--- config.mk ---
export PLATFORM = sky130hd
export DESIGN_NAME = lrm_div
export DESIGN_NICKNAME = d
export VERILOG_FILES = /design/src/hdl/lrm_pkg.sv /design/src/hdl/lrm_div.sv
export SDC_FILE = /design/constraint.sdc
export NUM_CORES = 1
export LEC_CHECK = 0
export BUFFER_PORTS_ARGS = -buffer_cell sky130_fd_sc_hd__buf_2
export CORE_AREA = 5 5 111 113
export DETAILED_ROUTE_END_ITERATION = 16
export DIE_AREA = 0 0 116 118
export PLACE_DENSITY = 0.63
export SLEW_MARGIN = 20
export SYNTH_ARGS = -nofsm -noshare
export SYNTH_HDL_FRONTEND = slang
export SYNTH_SLANG_ARGS = --single-unit
--- constraint.sdc ---
create_clock -name clk -period 9 [get_ports clk]
set_clock_uncertainty 0.15 [all_clocks]
set_input_delay 0.45 -clock clk [delete_from_list [all_inputs] [get_ports clk]]
set_output_delay 0.45 -clock clk [all_outputs]
set_load 0.02 [all_outputs]
--- src/hdl/lrm_pkg.sv ---
// ============================================================================
// lrm_pkg
// Shared types and constants for the linkage distance row merge block.
// ============================================================================
package lrm_pkg;

  // Field widths
  localparam int unsigned DIST_W   = 24;             // unsigned Q16.8 distance
  localparam int unsigned IDX_IN_W = 6;
  localparam int unsigned CNT_W    = 16;
  localparam int unsigned WSUM_W   = CNT_W + 1;      // count_a + count_b
  localparam int unsigned PROD_W   = DIST_W + CNT_W; // distance * count
  localparam int unsigned DVD_W    = PROD_W + 1;     // sum of two products
  localparam int unsigned SIZE_W   = 7;
  localparam int unsigned MODE_W   = 2;
  localparam int unsigned ACT_W    = 2;
  localparam int unsigned STAT_W   = 2;

  // Configuration port
  localparam int unsigned CFG_IDX_W  = 4;
  localparam int unsigned CFG_DATA_W = 8;
  localparam logic [CFG_IDX_W-1:0] REG_MODE = CFG_IDX_W'(0);
  localparam logic [CFG_IDX_W-1:0] REG_SIZE = CFG_IDX_W'(1);

  // Divider: quotient bits retired per cycle
  localparam int unsigned DIV_STEPS  = 2;
  localparam int unsigned DIV_CYCLES = DIST_W / DIV_STEPS;
  localparam int unsigned DIV_CNT_W  = $clog2(DIV_CYCLES + 1);

  // Actions
  localparam logic [ACT_W-1:0] ACT_WRITE = 2'd0;
  localparam logic [ACT_W-1:0] ACT_READ  = 2'd1;
  localparam logic [ACT_W-1:0] ACT_MERGE = 2'd2;

  // Linkage modes
  localparam logic [MODE_W-1:0] MODE_AVG    = 2'd0;
  localparam logic [MODE_W-1:0] MODE_MAX    = 2'd1;
  localparam logic [MODE_W-1:0] MODE_MIN    = 2'd2;

  // Status codes
  localparam logic [STAT_W-1:0] STAT_OK    = 2'd0;
  localparam logic [STAT_W-1:0] STAT_RANGE = 2'd1;
  localparam logic [STAT_W-1:0] STAT_ZERO  = 2'd2;

  // Input beat
  typedef struct packed {
    logic [ACT_W-1:0]    action;
    logic [IDX_IN_W-1:0] row_index;
    logic [IDX_IN_W-1:0] col_index;
    logic [DIST_W-1:0]   entry_value;
    logic [CNT_W-1:0]    count_a;
    logic [CNT_W-1:0]    count_b;
  } in_item_t;

  // Result beat
  typedef struct packed {
    logic [DIST_W-1:0] read_value;
    logic [STAT_W-1:0] status;
  } out_result_t;

  // Divider request
  typedef struct packed {
    logic [DVD_W-1:0]  dividend;
    logic [WSUM_W-1:0] divisor;
  } div_req_t;

endpackage

--- src/hdl/lrm_div.sv ---
// ============================================================================
// lrm_div
// Iterative restoring divider for the weighted mean, two quotient bits a cycle.
// ============================================================================
module lrm_div (
  input  logic                     clk,
  input  logic                     rst_n,
  input  logic                     start,
  input  lrm_pkg::div_req_t        req,
  output logic                     done,
  output logic [lrm_pkg::DIST_W-1:0] quotient
);
  import lrm_pkg::*;

  logic                 busy_r;
  logic                 done_r;
  logic [DIV_CNT_W-1:0] cnt_r;
  logic [WSUM_W-1:0]    divisor_r;
  logic [WSUM_W-1:0]    rem_r, rem_nxt;
  logic [DIST_W-1:0]    quo_r, quo_nxt;
  logic [WSUM_W:0]      trial;
  logic                 ge;

  // Two restoring steps; remainder stays below the divisor, so 17 bits do
  always_comb begin
    rem_nxt = rem_r;
    quo_nxt = quo_r;
    trial   = '0;
    ge      = 1'b0;
    for (int k = 0; k < DIV_STEPS; k++) begin
      trial = {rem_nxt, quo_nxt[DIST_W-1]};
      ge    = (trial >= {1'b0, divisor_r});
      if (ge) begin
        rem_nxt = WSUM_W'(trial - {1'b0, divisor_r});
      end else begin
        rem_nxt = trial[WSUM_W-1:0];
      end
      quo_nxt = {quo_nxt[DIST_W-2:0], ge};
    end
  end

  // Control
  always_ff @(posedge clk) begin
    if (!rst_n) begin
      busy_r <= 1'b0;
      done_r <= 1'b0;
      cnt_r  <= '0;
    end else begin
      done_r <= 1'b0;
      if (start) begin
        busy_r <= 1'b1;
        cnt_r  <= DIV_CNT_W'(DIV_CYCLES);
      end else if (busy_r) begin
        cnt_r <= cnt_r - 1'b1;
        if (cnt_r == DIV_CNT_W'(1)) begin
          busy_r <= 1'b0;
          done_r <= 1'b1;
        end
      end
    end
  end

  // Datapath; the quotient is known to fit 24 bits, so start from the top part
  always_ff @(posedge clk) begin
    if (start) begin
      rem_r     <= req.dividend[DVD_W-1:DIST_W];
      quo_r     <= req.dividend[DIST_W-1:0];
      divisor_r <= req.divisor;
    end else if (busy_r) begin
      rem_r <= rem_nxt;
      quo_r <= quo_nxt;
    end
  end

  assign done     = done_r;
  assign quotient = quo_r;

  // Checks
  a_no_restart: assert property (@(posedge clk) disable iff (!rst_n)
    start |-> !busy_r)
    else $error("divider restarted while busy");

  a_done_after_last: assert property (@(posedge clk) disable iff (!rst_n)
    (busy_r && !start && cnt_r == DIV_CNT_W'(1)) |=> (done_r && !busy_r))
    else $error("divider did not finish on last step");

  a_rem_bound: assert property (@(posedge clk) disable iff (!rst_n)
    busy_r |-> (rem_r < divisor_r))
    else $error("divider remainder not below divisor");

endmodule
==> results.yml <==
global_routing:
  grt_max_degree: 74
  grt_util_all_layers_pct: 16.6
  antenna_found_initial: 0
  first_global_vias: 3671
  grt_pass1_wl_um: 18000
  grt_overflow: 0
floorplan:
  core_area_um2: 11200
  dieWidth_um: 116
  rows: 39
  start_util_pct: 40.2
  die_area_um2: 13700
  io-pin-count: 86
  die_h_um: 118
logic_synthesis:
  ys.warnings.count: 0
  yosysMostFrequentCell: "edfxtp_1"
  synth_top_area_cell: "edfxtp_1"
  ys.flop_type: "edfxtp_1"
  synth_area_leaders: "edfxtp_1 39%, ha_1 10%, mux2_2 8.5%"
  synth_nets: 519
  avgSynthCellArea_um2: 10.7
  yosysUniqueCellTypes: 60
  synth_top_area_share_pct: 38.6
  ys_seq_area_share_pct: 41.2
  synth_commonest_cells: "58 x edfxtp_1, 36 x ha_1, 34 x mux2_2, 33 x inv_1, 32 x nand2_1"
  synth-edff-count: 58
  async_flop_share_pct: 0
  netlist_instances: 420
  ys_ff_latch: 64
  netlist_area_um2: 4510
timing:
  slew_headroom_pct: 32.5
  fin_setup_tns_ps: 0
  finalCriticalPeriod_ps: 6260
  rsz0062_at_grt: "false"
  drv_slew: 0
  hold_viol: 0
  worst_pin_slew_ps: 1010
  fin_crit_sh_pct: 69.6
  setup_violations: 0
  fmax_ghz: 0.160
  setup_ws_ps: 2740
clock_network:
  numCtsBuffers: 9
  tritoncts: "built"
  clock_latency_ps: 340
  cts_resized: 0
  post_cts_buffers: 0
  postCtsHoldBufs: 0
  cts_root_buf: "clkbuf_16"
  htreeDepth: 3
  clock_tree.buffer_depth: 2
  clk_pin_slew_ps: 60
  cts.sinks: 64
detailed_routing:
  drc: 0
  via_count: 3577
  dr.pass1.iters: 5
  ant_nets: 0
  vias_per_cell: 5.46
  drtIter0Drc: 196
  wl_per_cell_um: 16.9
  wirelength_um: 11100
hold_path:
  hold_depth: 1
  min_from: "req[16]"
  hold_end: "divisor_r[16]$_DFFE_PP_"
  hold_path.class: "in2reg"
placement:
  dpl.hpwl_um: 8350
  place_congestion: 0.894
  place_ws_ps: 2780
  dpl.cell_count: 639
  detailed_place.area_um2: 5080
  port_buffers: 85
power:
  power_frac_comb_pct: 65.6
  power_frac_clock_pct: 15.6
  power_density_nw_per_um2: 453
  intPower_uw: 1380
  seqPwrFrac_pct: 18.8
  peakVddDrop_uv: 159
  power_leakage_uw: 0.00231
  power.switching_uw: 1070
  switching_share_pct: 43.6
setup_path:
  worstReg2RegEnd: "rem_r[10]$_DFFE_PP_"
  path_cells: "ha_1, inv_1, fa_1, a211oi_2, o211ai_2, a31oi_2, a31oi_1, a21o_1, mux2_2, ha_1, and3_4, and4_4, a221oi_4, nand3_1, a31o_1, a311oi_4, buf_4, nor3_1, a311o_1"
  cp_max_fo: 14
  criticalPathCategory: "reg2reg"
  r2r_slack_ps: 2740
  crit_path_start_kind: "flip-flop"
  path_buf_inv: 2
  required_ps: 8940
  cp_top_family: "compound AO/OA/AOI/OAI gates"
  crit_arrival_ps: 6200
  reg2reg_depth: 19
  slowest_delay_ps: 670
  cp_slowest_cell: "a311oi_4"
  reg2reg_from: "divisor_r[0]$_DFFE_PP_"
  crit_path_frequent_cell: "ha_1"
  critPathCaptureType: "flip-flop"
layout:
  area_delta_synth_final_pct: 19.9
  nets: 606
  antenna_cells: 0
  final_util_pct: 48.2
  drive_gt1_share_pct: 29.1
  fin_area_um2: 5410
  regArea_um2: 1860
  layout.cells.non_filler: 655
  nFillCells: 1050
  multi_input_area_um2: 2480
run_status:
  outcome: "complete, no violations"
run:
  max_cap_viol_count: 0
-- metal layers --
layer	track usage, %	vias up	wire (um)
li1	-	1774	-
met1	21.5	1706	4980
met2	26.2	87	5400
met3	4.88	10	577
met4	5.87	0	121
met5	0	-	0
-- area by class of cell --
type	count	share of cell area (%)
Clock buffer	9	4.16
Clock inverter	7	1.87
Inverter	33	2.29
Multi-Input combinational cell	312	45.8
Sequential cell	64	34.4
Tap cell	143	3.31
Timing Repair Buffer	87	8.14
-- sequential cells by signal, indices dropped and copies added, names as in the netlist --
register	cells
divisor_r	17
rem_r	17
busy_r	1
cnt_r	4
quotient	24
done	1
-- through the flow --
step	hold slack (ps)	total power [uW]
2_1_floorplan	334	1750
3_3_place_gp	351	2020
3_5_place_dp	356	2060
4_1_cts	113	2460
5_1_grt	120	2650
6_report	133	2450
-- kinds of logic (layout without fill, tap and decap cells) --
group / Yosys count / count (layout) / share of synthesized area (%)
xor gates and xnor gates: 28 / 28 / 5.43
adders and majority gates: 38 / 38 / 10.9
and+or+nand+nor: 109 / 109 / 11.9
DFF: 64 / 64 / 41.2
buffers and inverters: 44 / 136 / 3.88
AOI/OAI and AO/OA: 97 / 97 / 16.9
muxes: 40 / 40 / 9.81
-- cells in the final DEF (no fill, tap or decap), types with 13 or more instances in the layout --
cell type   n
a21oi_1    13
buf_2      85
edfxtp_1   58
ha_1       36
inv_1      33
mux2_2     34
nand2_1    31
nand3_1    18
nor2_1     18
xnor2_1    17
-- power groups by stage --
stage | Sequential (uW) | Clock, uW | Combinational (uW)
2_1_floorplan | 476 | 0 | 1270
3_3_place_gp | 466 | 0 | 1560
3_5_place_dp | 468 | 0 | 1590
4_1_cts | 463 | 395 | 1600
5_1_grt | 470 | 405 | 1780
6_report | 462 | 382 | 1610
-- how the worst max path moves through the flow --
stage | from | end | slack, ps | cells after the start
after global routing | divisor_r[0]$_DFFE_PP_ | rem_r[10]$_DFFE_PP_ | 2330 | 19
after global placement | quotient[23]$_DFFE_PP_ | rem_r[10]$_DFFE_PP_ | 3000 | 20
after CTS | divisor_r[0]$_DFFE_PP_ | rem_r[10]$_DFFE_PP_ | 2740 | 19
final | divisor_r[0]$_DFFE_PP_ | rem_r[10]$_DFFE_PP_ | 2740 | 19
after floorplan | quotient[23]$_DFFE_PP_ | rem_r[1]$_DFFE_PP_ | 3650 | 21
after detailed placement | divisor_r[0]$_DFFE_PP_ | rem_r[10]$_DFFE_PP_ | 2780 | 19
Power figures use the tool's default switching activity.
